**src/design/worker_pick_least_loaded_or_hash_assert.svh**
```systemverilog
// Assertion macros used by the back end of the worker selector.
`ifndef WORKER_PICK_LEAST_LOADED_OR_HASH_ASSERT_SVH
`define WORKER_PICK_LEAST_LOADED_OR_HASH_ASSERT_SVH

`ifndef ASSERT_OFF
// Checked outside reset.
`define WPL_ASSERT(lbl, prop, msg) \
  lbl: assert property (@(posedge clk) disable iff (rst) prop) else $error(msg);
// Checked at every edge, reset included.
`define WPL_ASSERT_RST(lbl, prop, msg) \
  lbl: assert property (@(posedge clk) prop) else $error(msg);
`else
`define WPL_ASSERT(lbl, prop, msg)
`define WPL_ASSERT_RST(lbl, prop, msg)
`endif

`endif

```
**src/design/wpl_pkg.sv**
```systemverilog
// Types, constants and helpers shared by the worker selection modules.
`timescale 1ns / 1ps
package wpl_pkg;

  localparam int MAX_WORKERS = 8;
  localparam int IDX_W       = 3;
  localparam int CNT_W       = 4;
  localparam int KEY_W       = 64;
  localparam int LOAD_W      = 16;
  localparam int HALF_W      = 32;

  localparam logic [KEY_W-1:0] MIX_MUL_A = 64'hff51afd7ed558ccd;
  localparam logic [KEY_W-1:0] MIX_MUL_B = 64'hc4ceb9fe1a85ec53;
  localparam int               MIX_SHIFT = 33;

  // Stream layout
  localparam int S_TDATA_W  = 200;
  localparam int S_TUSER_W  = 1;
  localparam int M_TDATA_W  = 8;
  localparam int M_TUSER_W  = 2;
  localparam int PREF_BIT   = 64;
  localparam int CUR_LO     = 65;
  localparam int LOADS_LO   = 69;

  // Configuration port
  localparam int CFG_IDX_W  = 2;
  localparam int CFG_DATA_W = 4;
  localparam logic [CFG_IDX_W-1:0] CFG_WORKER_COUNT = 2'd0;
  localparam logic [CFG_IDX_W-1:0] CFG_PREFER_EN    = 2'd1;
  localparam logic [CNT_W-1:0]     WORKER_COUNT_RST = 4'd8;

  localparam logic OP_LOAD = 1'b0;
  localparam logic OP_HASH = 1'b1;

  localparam int QUEUE_DEPTH = 2;
  localparam int QPTR_W      = 1;
  localparam int QCNT_W      = 2;

  typedef enum logic [1:0] {
    BY_OWN  = 2'd0,
    BY_LOAD = 2'd1,
    BY_HASH = 2'd2
  } chosen_t;

  typedef enum logic [2:0] {
    ST_IDLE,
    ST_MUL,
    ST_MOD,
    ST_SCAN,
    ST_DONE
  } back_state_t;

  typedef struct packed {
    chosen_t                            kind;
    logic [KEY_W-1:0]                   key;
    logic [IDX_W-1:0]                   worker;
    logic [MAX_WORKERS-1:0][LOAD_W-1:0] loads;
  } job_t;

  // Clamp the worker count register to 1..MAX_WORKERS.
  function automatic logic [CNT_W-1:0] eff_count(input logic [CNT_W-1:0] wc);
    logic [CNT_W-1:0] n;
    n = wc;
    if (wc == '0) n = CNT_W'(1);
    else if (wc > CNT_W'(MAX_WORKERS)) n = CNT_W'(MAX_WORKERS);
    return n;
  endfunction

endpackage

```
**src/design/worker_pick_least_loaded_or_hash.sv**
```systemverilog
// Top level of the worker selector: registers, front end, queue and back end.
//
//  channel  | handshake            | payload
//  ---------+----------------------+-------------------------------------------
//  s_*      | s_tvalid / s_tready  | tuser: operation; tdata: key, own_request,
//           |                      |   current_worker, load_0..load_7
//  m_*      | m_tvalid / m_tready  | tuser: chosen_by; tdata: worker_index
//  cfg_*    | cfg_valid / cfg_ready| cfg_index selects register, cfg_data
//
// Work per request, set by the back end sequencer: own worker goes straight
// to the result, load scan compares one worker load per cycle over the active
// workers, key hash runs two 64-bit multiplies as three 32x32 partial products
// each, then a 16-step modulo taking four key bits per cycle.
// Reset (rst, synchronous) empties the queue and result register, zeroes the
// scan start, and loads worker_count = 8 with the own-worker preference off.
// The front end keeps taking requests while the two-entry queue has room, and
// the back end holds a finished result until m_tready takes it.
// Configuration writes are always accepted.
`timescale 1ns / 1ps
module worker_pick_least_loaded_or_hash
  import wpl_pkg::*;
(
  input  logic                  clk,
  input  logic                  rst,
  // Request stream
  input  logic                  s_tvalid,
  output logic                  s_tready,
  // [63:0] key, [64] own_request, [68:65] current_worker,
  // [84:69] load_0 ... [196:181] load_7, [199:197] zero
  input  logic [S_TDATA_W-1:0]  s_tdata,
  // [0] operation
  input  logic [S_TUSER_W-1:0]  s_tuser,
  // Result stream
  output logic                  m_tvalid,
  input  logic                  m_tready,
  // [2:0] worker_index, [7:3] zero
  output logic [M_TDATA_W-1:0]  m_tdata,
  // [1:0] chosen_by
  output logic [M_TUSER_W-1:0]  m_tuser,
  // Configuration writes
  input  logic                  cfg_valid,
  output logic                  cfg_ready,
  input  logic [CFG_IDX_W-1:0]  cfg_index,
  input  logic [CFG_DATA_W-1:0] cfg_data
);

  logic [CNT_W-1:0] worker_count;
  logic             prefer_en;
  logic [CNT_W-1:0] n_eff;

  logic q_push;
  logic q_pop;
  logic q_full;
  logic q_empty;
  job_t push_job;
  job_t head_job;

  // Registers take a write in any cycle; unknown indexes are dropped.
  assign cfg_ready = 1'b1;

  always_ff @(posedge clk) begin
    if (rst) begin
      worker_count <= WORKER_COUNT_RST;
      prefer_en    <= 1'b0;
    end else if (cfg_valid) begin
      case (cfg_index)
        CFG_WORKER_COUNT: worker_count <= cfg_data;
        CFG_PREFER_EN:    prefer_en    <= cfg_data[0];
        default: ;
      endcase
    end
  end

  // Out-of-range counts act as the nearest legal count.
  assign n_eff = eff_count(worker_count);

  wpl_front u_front (
    .s_tvalid  (s_tvalid),
    .s_tready  (s_tready),
    .s_tdata   (s_tdata),
    .s_tuser   (s_tuser),
    .n_eff     (n_eff),
    .prefer_en (prefer_en),
    .q_full    (q_full),
    .push      (q_push),
    .job       (push_job)
  );

  wpl_queue u_queue (
    .clk      (clk),
    .rst      (rst),
    .push     (q_push),
    .push_job (push_job),
    .pop      (q_pop),
    .head     (head_job),
    .full     (q_full),
    .empty    (q_empty)
  );

  wpl_back u_back (
    .clk      (clk),
    .rst      (rst),
    .n_eff    (n_eff),
    .q_empty  (q_empty),
    .head     (head_job),
    .pop      (q_pop),
    .m_tvalid (m_tvalid),
    .m_tready (m_tready),
    .m_tdata  (m_tdata),
    .m_tuser  (m_tuser)
  );

endmodule

```
**src/design/wpl_front.sv**
```systemverilog
// Front end: accepts requests and classifies them into queued jobs.
`timescale 1ns / 1ps
module wpl_front
  import wpl_pkg::*;
(
  input  logic                 s_tvalid,
  output logic                 s_tready,
  input  logic [S_TDATA_W-1:0] s_tdata,
  input  logic [S_TUSER_W-1:0] s_tuser,
  input  logic [CNT_W-1:0]     n_eff,
  input  logic                 prefer_en,
  input  logic                 q_full,
  output logic                 push,
  output job_t                 job
);

  logic             pref;
  logic [CNT_W-1:0] cur;

  assign pref     = s_tdata[PREF_BIT];
  assign cur      = s_tdata[CUR_LO +: CNT_W];
  assign s_tready = !q_full;
  assign push     = s_tvalid && !q_full;

  always_comb begin
    job.key    = s_tdata[KEY_W-1:0];
    job.worker = cur[IDX_W-1:0];
    for (int i = 0; i < MAX_WORKERS; i++) begin
      job.loads[i] = s_tdata[LOADS_LO + i*LOAD_W +: LOAD_W];
    end
    // Own worker only when asked, allowed and in range
    if (s_tuser[0] == OP_HASH) job.kind = BY_HASH;
    else if (pref && prefer_en && (cur < n_eff)) job.kind = BY_OWN;
    else job.kind = BY_LOAD;
  end

endmodule

```
**src/design/wpl_queue.sv**
```systemverilog
// Two-entry job queue between the front and back ends.
`timescale 1ns / 1ps
module wpl_queue
  import wpl_pkg::*;
(
  input  logic clk,
  input  logic rst,
  input  logic push,
  input  job_t push_job,
  input  logic pop,
  output job_t head,
  output logic full,
  output logic empty
);

  job_t              mem [QUEUE_DEPTH];
  logic [QPTR_W-1:0] wr_ptr;
  logic [QPTR_W-1:0] rd_ptr;
  logic [QCNT_W-1:0] count;

  assign full  = (count == QCNT_W'(QUEUE_DEPTH));
  assign empty = (count == '0);
  assign head  = mem[rd_ptr];

  always_ff @(posedge clk) begin
    if (push) mem[wr_ptr] <= push_job;
  end

  always_ff @(posedge clk) begin
    if (rst) begin
      wr_ptr <= '0;
      rd_ptr <= '0;
      count  <= '0;
    end else begin
      if (push) wr_ptr <= wr_ptr + QPTR_W'(1);
      if (pop) rd_ptr <= rd_ptr + QPTR_W'(1);
      if (push && !pop) count <= count + QCNT_W'(1);
      else if (pop && !push) count <= count - QCNT_W'(1);
    end
  end

endmodule

```
**src/design/wpl_back.sv**
```systemverilog
// Back end: hash with modulo, load scan, and the result register.
`timescale 1ns / 1ps
module wpl_back
  import wpl_pkg::*;
(
  input  logic                 clk,
  input  logic                 rst,
  input  logic [CNT_W-1:0]     n_eff,
  input  logic                 q_empty,
  input  job_t                 head,
  output logic                 pop,
  output logic                 m_tvalid,
  input  logic                 m_tready,
  output logic [M_TDATA_W-1:0] m_tdata,
  output logic [M_TUSER_W-1:0] m_tuser
);

  `include "worker_pick_least_loaded_or_hash_assert.svh"

  back_state_t state, state_next;

  logic [KEY_W-1:0]  x;
  logic [KEY_W-1:0]  acc;
  logic              mul_b;
  logic [1:0]        sub;
  logic [CNT_W-1:0]  mcnt;
  logic [IDX_W-1:0]  rem;
  logic [LOAD_W-1:0] loads [MAX_WORKERS];
  logic [IDX_W-1:0]  idx;
  logic [IDX_W-1:0]  best;
  logic [LOAD_W-1:0] minl;
  logic [IDX_W-1:0]  scnt;
  logic [IDX_W-1:0]  scan_start;
  logic [IDX_W-1:0]  res_idx;
  chosen_t           res_by;
  logic              out_valid;
  logic [IDX_W-1:0]  out_idx;
  chosen_t           out_by;

  // Multiplier step: one 32x32 partial product a cycle
  logic [KEY_W-1:0]  mul_c;
  logic [HALF_W-1:0] mul_a;
  logic [HALF_W-1:0] mul_k;
  logic [KEY_W-1:0]  prod;
  logic [KEY_W-1:0]  mix_sum;

  // Modulo step: four bits a cycle
  logic [IDX_W-1:0]  rem_new;

  // Scan step
  logic [LOAD_W-1:0] cur_load;
  logic              take;
  logic [IDX_W-1:0]  best_new;
  logic [IDX_W-1:0]  idx_inc;
  logic [IDX_W-1:0]  best_inc;
  logic              scan_last;
  logic              out_load;

  assign mul_c   = mul_b ? MIX_MUL_B : MIX_MUL_A;
  assign mul_a   = (sub == 2'd2) ? x[KEY_W-1:HALF_W] : x[HALF_W-1:0];
  assign mul_k   = (sub == 2'd1) ? mul_c[KEY_W-1:HALF_W] : mul_c[HALF_W-1:0];
  assign prod    = {{HALF_W{1'b0}}, mul_a} * {{HALF_W{1'b0}}, mul_k};
  assign mix_sum = acc + {prod[HALF_W-1:0], {HALF_W{1'b0}}};

  always_comb begin
    logic [CNT_W-1:0] t;
    logic [IDX_W-1:0] r;
    r = rem;
    for (int k = 0; k < 4; k++) begin
      t = {r, x[KEY_W-1-k]};
      if (t >= n_eff) t = t - n_eff;
      r = t[IDX_W-1:0];
    end
    rem_new = r;
  end

  assign cur_load  = loads[idx];
  assign take      = (scnt == '0) || (cur_load < minl);
  assign best_new  = take ? idx : best;
  assign idx_inc   = ({1'b0, idx} + CNT_W'(1) == n_eff) ? '0 : idx + IDX_W'(1);
  assign best_inc  = ({1'b0, best_new} + CNT_W'(1) == n_eff) ? '0 : best_new + IDX_W'(1);
  assign scan_last = ({1'b0, scnt} == n_eff - CNT_W'(1));
  assign out_load  = (state == ST_DONE) && (!out_valid || m_tready);

  always_ff @(posedge clk) begin
    if (rst) state <= ST_IDLE;
    else state <= state_next;
  end

  always_comb begin
    state_next = state;
    pop        = 1'b0;
    unique case (state)
      ST_IDLE: begin
        if (!q_empty) begin
          pop = 1'b1;
          unique case (head.kind)
            BY_HASH: state_next = ST_MUL;
            BY_OWN:  state_next = ST_DONE;
            default: state_next = ST_SCAN;
          endcase
        end
      end
      ST_MUL: begin
        if (sub == 2'd2 && mul_b) state_next = ST_MOD;
      end
      ST_MOD: begin
        if (mcnt == '1) state_next = ST_DONE;
      end
      ST_SCAN: begin
        if (scan_last) state_next = ST_DONE;
      end
      ST_DONE: begin
        if (out_load) state_next = ST_IDLE;
      end
      default: state_next = ST_IDLE;
    endcase
  end

  // Datapath
  always_ff @(posedge clk) begin
    case (state)
      ST_IDLE: begin
        if (!q_empty) begin
          x       <= head.key ^ (head.key >> MIX_SHIFT);
          sub     <= '0;
          mul_b   <= 1'b0;
          res_idx <= head.worker;
          res_by  <= head.kind;
          scnt    <= '0;
          for (int i = 0; i < MAX_WORKERS; i++) loads[i] <= head.loads[i];
          idx     <= ({1'b0, scan_start} >= n_eff) ? '0 : scan_start;
        end
      end
      ST_MUL: begin
        if (sub == 2'd0) begin
          acc <= prod;
          sub <= 2'd1;
        end else if (sub == 2'd1) begin
          acc <= mix_sum;
          sub <= 2'd2;
        end else begin
          x     <= mix_sum ^ (mix_sum >> MIX_SHIFT);
          sub   <= 2'd0;
          mul_b <= 1'b1;
          mcnt  <= '0;
          rem   <= '0;
        end
      end
      ST_MOD: begin
        x    <= x << 4;
        rem  <= rem_new;
        mcnt <= mcnt + CNT_W'(1);
        if (mcnt == '1) res_idx <= rem_new;
      end
      ST_SCAN: begin
        best <= best_new;
        if (take) minl <= cur_load;
        idx  <= idx_inc;
        scnt <= scnt + IDX_W'(1);
        if (scan_last) res_idx <= best_new;
      end
      default: ;
    endcase
  end

  // Rotating start, moved only by a load scan
  always_ff @(posedge clk) begin
    if (rst) scan_start <= '0;
    else if (state == ST_SCAN && scan_last) scan_start <= best_inc;
  end

  // Result register
  always_ff @(posedge clk) begin
    if (rst) begin
      out_valid <= 1'b0;
    end else if (out_load) begin
      out_valid <= 1'b1;
    end else if (m_tready) begin
      out_valid <= 1'b0;
    end
  end

  always_ff @(posedge clk) begin
    if (out_load) begin
      out_idx <= res_idx;
      out_by  <= res_by;
    end
  end

  assign m_tvalid = out_valid;
  assign m_tdata  = {{(M_TDATA_W-IDX_W){1'b0}}, out_idx};
  assign m_tuser  = out_by;

  `WPL_ASSERT(a_res_in_range, (state == ST_DONE) |-> ({1'b0, res_idx} < n_eff), "result beyond worker count")
  `WPL_ASSERT(a_scan_in_range, (state == ST_SCAN) |-> ({1'b0, idx} < n_eff), "scan index beyond worker count")
  `WPL_ASSERT(a_valid_from_done, $rose(out_valid) |-> $past(state == ST_DONE), "result raised outside done")
  `WPL_ASSERT_RST(a_reset_clears, rst |=> (state == ST_IDLE && !out_valid), "reset left back end busy")

endmodule
```
**config.mk**
```make
export PLATFORM = sky130hd
export DESIGN_NAME = worker_pick_least_loaded_or_hash
export DESIGN_NICKNAME = d
export VERILOG_FILES = /design/src/design/wpl_pkg.sv /design/src/design/worker_pick_least_loaded_or_hash.sv /design/src/design/wpl_front.sv /design/src/design/wpl_queue.sv /design/src/design/wpl_back.sv
export VERILOG_INCLUDE_DIRS = /design/src /design/src/design
export SDC_FILE = /design/constraint.sdc
export NUM_CORES = 2
export LEC_CHECK = 0
export BUFFER_PORTS_ARGS = -buffer_cell sky130_fd_sc_hd__buf_4
export CAP_MARGIN = 20
export CORE_MARGIN = 5
export CORE_UTILIZATION = 40
export DETAILED_ROUTE_END_ITERATION = 10
export GPL_TIMING_DRIVEN = 0
export SETUP_SLACK_MARGIN = 0.5
export SLEW_MARGIN = 20
export SYNTH_ARGS = -nofsm -noshare
export SYNTH_HDL_FRONTEND = slang
export SYNTH_HIERARCHICAL = 1
export SYNTH_SLANG_ARGS = --single-unit
```
**constraint.sdc**
```tcl
create_clock -name clk -period 19.6 [get_ports clk]
set_clock_uncertainty 0.1 [all_clocks]
set_input_delay 1.96 -clock clk [delete_from_list [all_inputs] [get_ports clk]]
set_output_delay 1.96 -clock clk [all_outputs]
set_load 0.05 [all_outputs]
```
### Word-level counts from Yosys, hierarchy flattened

Memories as Yosys holds them, arrays and structs flattened. A register that Yosys moved wholly into a read port is not among the register bits.
Index checks and enable logic that the tools add are counted.

| operators by class | value |
|---|---|
| add/subtract/negate cells | 16 |
| $mul | 1 |
| magnitude comparators | 8 |
| equality and inequality tests | 20 |
| multiplexer cells | 62 |
| bitwise gates (word level) | 3 |
| reduce and logical (&&, ||, !) cells | 41 |

Operators with widths:

| cell | number |
|---|---|
| $mux 64 | 5 |
| $pmux 64 s3 | 1 |
| $xor 64x31->64 | 2 |
| $add 64x64->64 | 1 |
| $mul 32x32->64 | 1 |
| $mux 32 | 2 |
| $mux 3 | 21 |
| $mux 62 | 1 |
| $pmux 3 s2 | 4 |
| $ge 4x4->1 | 4 |
| $lt 16x16->1 | 1 |
| $mux 4 | 4 |
| $pmux 3 s5 | 1 |
| $reduce_and 2->1 | 7 |
| $mux 1 | 13 |
| $mux 2 | 6 |
| $reduce_and 4->1 | 3 |
| $reduce_bool 2->1 | 6 |
| $sub 3x3->3 | 4 |
| $add 3x1->3 const B | 3 |
| $pmux 3 s3 | 1 |
| $add 3x1->4 const B | 2 |
| $eq 4x4->1 | 2 |
| $logic_and 1x1->1 | 8 |
| other kinds (29) | 48 |

| storage, ports and cells | value |
|---|---|
| register bits after elaboration | 189 |
| memory bits (writable) | 522 |
| output and inout bits | 13 |
| word-level logic and storage cells | 175 |
| memories | 2 |

Memories:

| name | depth | width | rd ports | clocked after Yosys merged registers in | write ports | line | source |
|---|---|---|---|---|---|---|---|
| u_queue.mem | 2 | 197 | 1 | 1 | 1 | wpl_queue.sv:16 | `job_t mem [QUEUE_DEPTH];` |
| u_back.loads | 8 | 16 | 1 | 1 | 8 | wpl_back.sv:28 | `logic [LOAD_W-1:0] loads [MAX_WORKERS];` |

### Depth between registers and ports, before layout

| logic depth | value |
|---|---|
| depth after elaboration | 13 |
| depth in mapped cells | 41 |
| depth with buffers taken out | 40 |

### Cells and area by module

Netlist, hierarchy kept.

Modules (own cells, without submodules):

| module | times used | cells each | area each (µm²) | sequential area each (µm²) |
|---|---|---|---|---|
| wpl_back | 1 | 4254 | 45292.2 | 9238.9 |
| wpl_queue | 1 | 635 | 14953.1 | 11931.4 |
| wpl_front | 1 | 210 | 1571.5 | 0.0 |
| worker_pick_least_loaded_or_hash | 1 | 28 | 269.0 | 100.1 |

### Worst setup path after synthesis

Ideal clock, no wire load.

| timing | value |
|---|---|
| path kind | register -> register |
| start | register u_back.state[0] |
| end | register u_queue.count[1] |
| library setup time | 0.070 ns |
| data arrival time | 14.620 ns |
| data required time | 19.430 ns |
| setup slack | 4.810 ns |
| stages on the path, launching flop included | 7 |
| buffers on the path | 1 |
| period minus slack after synthesis | 14.790 ns |
| path through | dfxtp_1 -> clkbuf_1 -> nor4_1 -> inv_1 -> ha_1 -> or3_1 -> a21oi_1 |

| on the way | value |
|---|---|
| word-level cells in the longest chain between the ends | 5 |

RTL lines:

| item | line | source |
|---|---|---|
| start: declaration | wpl_back.sv:20 | `back_state_t state, state_next;` |
| start signal: assignment | wpl_back.sv:87 | `else state <= state_next;` |
| $logic_not 3->1 * | wpl_back.sv:93 | `unique case (state)` |
| $mux 1 * | n/a |  |
| via q_pop | worker_pick_least_loaded_or_hash.sv:52 | `logic q_pop;` |
| $logic_not 1->1 | wpl_queue.sv:37 | `if (push && !pop) count <= count + QCNT_W'(1);` |
| $logic_and 1x1->1 | wpl_queue.sv:37 |  |
| $mux 2 or $reduce_bool 2->1 (tied branches) | n/a |  |
| end signal: assignment | wpl_queue.sv:37 |  |
| end signal: assignment | wpl_queue.sv:38 | `else if (pop && !push) count <= count - QCNT_W'(1);` |
| end: declaration | wpl_queue.sv:19 | `logic [QCNT_W-1:0] count;` |

Mark *: on every way through the listed nets, which the timed path passes. The rest lies on a longest branch.
A chain may end at the register's enable or synchronous reset.

### Final worst setup path

| timing | value |
|---|---|
| start | register u_back.sub[1] |
| end | register u_back.x[60], data pin |

| on the way | value |
|---|---|
| word-level cells in the longest chain between the ends | 8 |

RTL lines:

| item | line | source |
|---|---|---|
| start: declaration | wpl_back.sv:25 | `logic [1:0] sub;` |
| start signal: assignment | wpl_back.sv:126 | `sub <= '0;` |
| start signal: assignment | wpl_back.sv:138 | `sub <= 2'd1;` |
| start signal: assignment | wpl_back.sv:141 | `sub <= 2'd2;` |
| $eq 2x2->1 or $eq 2x1->1 (tied branches) | wpl_back.sv:60, wpl_back.sv:61 |  |
| $mux 32 (on tied branches) | wpl_back.sv:60, wpl_back.sv:61 |  |
| $mul 32x32->64 * | wpl_back.sv:62 | `assign prod = {{HALF_W{1'b0}}, mul_a} * {{HALF_W{1'b0}}, mul_k};` |
| $add 64x64->64 * | wpl_back.sv:63 | `assign mix_sum = acc + {prod[HALF_W-1:0], {HALF_W{1'b0}}};` |
| $xor 64x31->64 * | wpl_back.sv:143 | `x <= mix_sum ^ (mix_sum >> MIX_SHIFT);` |
| $mux 64 * | wpl_back.sv:139 | `end else if (sub == 2'd1) begin` |
| $mux 64 * | wpl_back.sv:136 | `if (sub == 2'd0) begin` |
| $pmux 64 s3 * | wpl_back.sv:122 | `case (state)` |
| end signal: assignment | wpl_back.sv:125 | `x <= head.key ^ (head.key >> MIX_SHIFT);` |
| end signal: assignment | wpl_back.sv:143 |  |
| end signal: assignment | wpl_back.sv:151 | `x <= x << 4;` |
| end: declaration | wpl_back.sv:22 | `logic [KEY_W-1:0] x;` |

Mark *: on every way between the ends. The rest lies on a longest branch, timed or not. The select of a mux whose other input is x is not followed.

==> reports/results.ini <==
[setup_path]
cp-start-kind = register
reg2regPathDepth = 40
endpoint_kind = register
crit_top_cell = inv_1
cp_data_required_time_ns = 19.84
cp.arrival_ns = 14.26
slowest_stage = buf_1
worstPathMaxFanout = 10
max_stage_delay_ns = 0.80
crit_type = register to register

[clock_tree]
post_cts_resized = 0
root_buffer = clkbuf_16
postCtsSetupBuffers = 0
cts_tree = yes
cts.sinks = 715
h-tree-depth = 3
cts_hold_buffers = 0
cts_max_path_buffers = 3
cts_buffers = 75
clkTransAtPathRegs_ns = 0.06
clkLatencyLatePin_ns = 0.62

[die]
die_area_um2 = 163000
core_area_um2 = 154000
io_pins = 225
fp-row-count = 144
die_y_um = 404
initial_core_util_pct = 40.3
die_width_um = 404

[logic_synthesis]
ys_types = 89
ys_seq_elements = 715
yosysSeqAreaShare_pct = 34.3
ys_top_cells_by_count = inv_1, fa_1, edfxtp_1
synth_top_cell_by_area = edfxtp_1
synthCells = 5127
synth_top_area_share_pct = 33.6
synth_edf_count = 695
syn_area_um2 = 62100
avgSynthCellArea_um2 = 12.1
synthFlopType = edfxtp_1
yosysWarnings = 6
synth.most_common_cell = inv_1
yosys-top-cells-area = edfxtp_1, fa_1, ha_1, inv_1, mux2_4
async_flop_share_pct = 0

[finish]
drive_above_1_share_pct = 13.8
n_fill_cell = 14400
area_growth_pct = 9.47
stdcell_count = 7398
nets = 6726

[timing]
grt_setup_unrepaired = no
finalCritPeriodShare_pct = 71.5
fin_ws_ns = 5.58
fin_crit_ns = 14.02
relSlewSlack_pct = 20.0
drv_slew = 0
max_freq_ghz = 0.0713
timing.hold.ws_ns = 0.329
finalHoldViolCount = 0
tightest_slew_ns = 1.17
setup_violations = 0

[place]
dp_hpwl_mm = 163
dp_slack_ns = 5.76
io_buffers = 23
gp_congestion = 0.985
numPlacedInstances = 7244

[hold_path]
whs_path_depth = 0
hp-class = register to register

[route]
vias_per_cell = 5.19
drc = 0
dr.pass1.iters = 7
ant_nets = 0
drt-initial-drc-count = 3037
routedWlPerCell_um = 25.8
routed_wirelength_mm = 191
vias = 38400

[outcome]
status = completed

[grt]
antenna_found_initial = 33
grt_usage_pct = 23.6
grt_pass1_vias = 40700
grt_pass1_wl_mm = 280
grt_max_degree = 48
gr-total-overflow = 0

[run]
drv_cap = 0

layer usage:
| metal | vias up | global-route usage, % | part of all wire (%) |
|---|---|---|---|
| li1 | 16800 | - | - |
| met1 | 19700 | 31.2 | 40 |
| met2 | 1554 | 38.4 | 47 |
| met3 | 362 | 4.28 | 7.8 |
| met4 | 24 | 10.0 | 5.0 |
| met5 | - | 0 | 0.082 |
state kept, by name, summed over array words and instances, names as in the netlist, 2 cells and up, named ones only:
register and flops:
u_back/res_idx 3, u_back/best 3, u_back/idx 3, u_back/scnt 3, u_back/mcnt 4, u_back/minl 16
u_back/out_idx 3, u_back/rem 3, u_back/m_tuser 2, u_back/loads 128, worker_count 4, u_back/res_by 2
u_queue/count 2, u_back/x 64, u_back/sub 2, u_back/scan_start 3, u_back/acc 64, u_queue/mem 394
u_back/state 3
cell families after synthesis:
| group | Yosys count | share of synthesized area [%] |
|---|---|---|
| xor+xnor | 177 | 2.56 |
| mux | 301 | 6.77 |
| fa+ha+maj | 1238 | 35.4 |
| compound gates | 500 | 5.24 |
| simple gates | 813 | 5.89 |
| buf+inv | 1381 | 9.85 |
| other cells | 2 | 0.0121 |
| flops | 715 | 34.3 |
per-stage QoR:
stage	TNS [ns]	utilization, %	instance area, um^2
after floorplan	0	-	62100
after global placement	-229.37	42.0	64800
after detailed placement	0	42.5	65600
after CTS	0	44.0	67900
after global routing	0	44.0	67900
final	0	44.1	68000
final cells by class:
class / count / area, um^2 / share of cell area, %
antenna: 18 / 45.0 / 0.0663
buffer: 335 / 2200 / 3.23
clock buffer: 92 / 1940 / 2.86
clock inverter: 44 / 397 / 0.584
inverter: 1046 / 3930 / 5.78
multi-input combinational: 3036 / 34900 / 51.3
sequential: 715 / 21300 / 31.3
tap: 2044 / 2560 / 3.76
timing repair buffer: 68 / 777 / 1.14
worst paths after layout:
path                                  startpoint           endpoint  slack, ns
worst min register to register  u_back/res_by[1]  u_back/m_tuser[1]       0.33
worst max-delay path               u_back/sub[1]       u_back/x[60]       5.58
worst max register to register     u_back/sub[1]       u_back/x[60]       5.58
worst min-delay path            u_back/res_by[1]  u_back/m_tuser[1]       0.33
layout by cell type (no fill, tap or decap), drive strengths merged, types with 118 or more instances in the layout:
cell,Yosys,final
o21ai,118,118
nor2,272,272
inv,1043,1048
a21oi,130,130
fa,866,866
nand2,296,296
ha,371,371
mux2,227,227
buf,237,302
edfxtp,695,695
clkbuf,97,192
worst max-delay path: cells and delay by family, from the launching register on:
kind / cells / cell delay (ns)
AND/OR/NAND/NOR: 6 / 1.33
buffers and inverters: 11 / 2.60
XOR/XNOR: 2 / 0.35
flip-flops: 1 / 0.59
multiplexers: 1 / 0.63
adder cells (fa/ha/maj): 10 / 4.72
AO/OA/AOI/OAI: 10 / 3.41
Power is not shown: default switching activity piles up to over one toggle a cycle in this logic, so the estimate is an artifact.
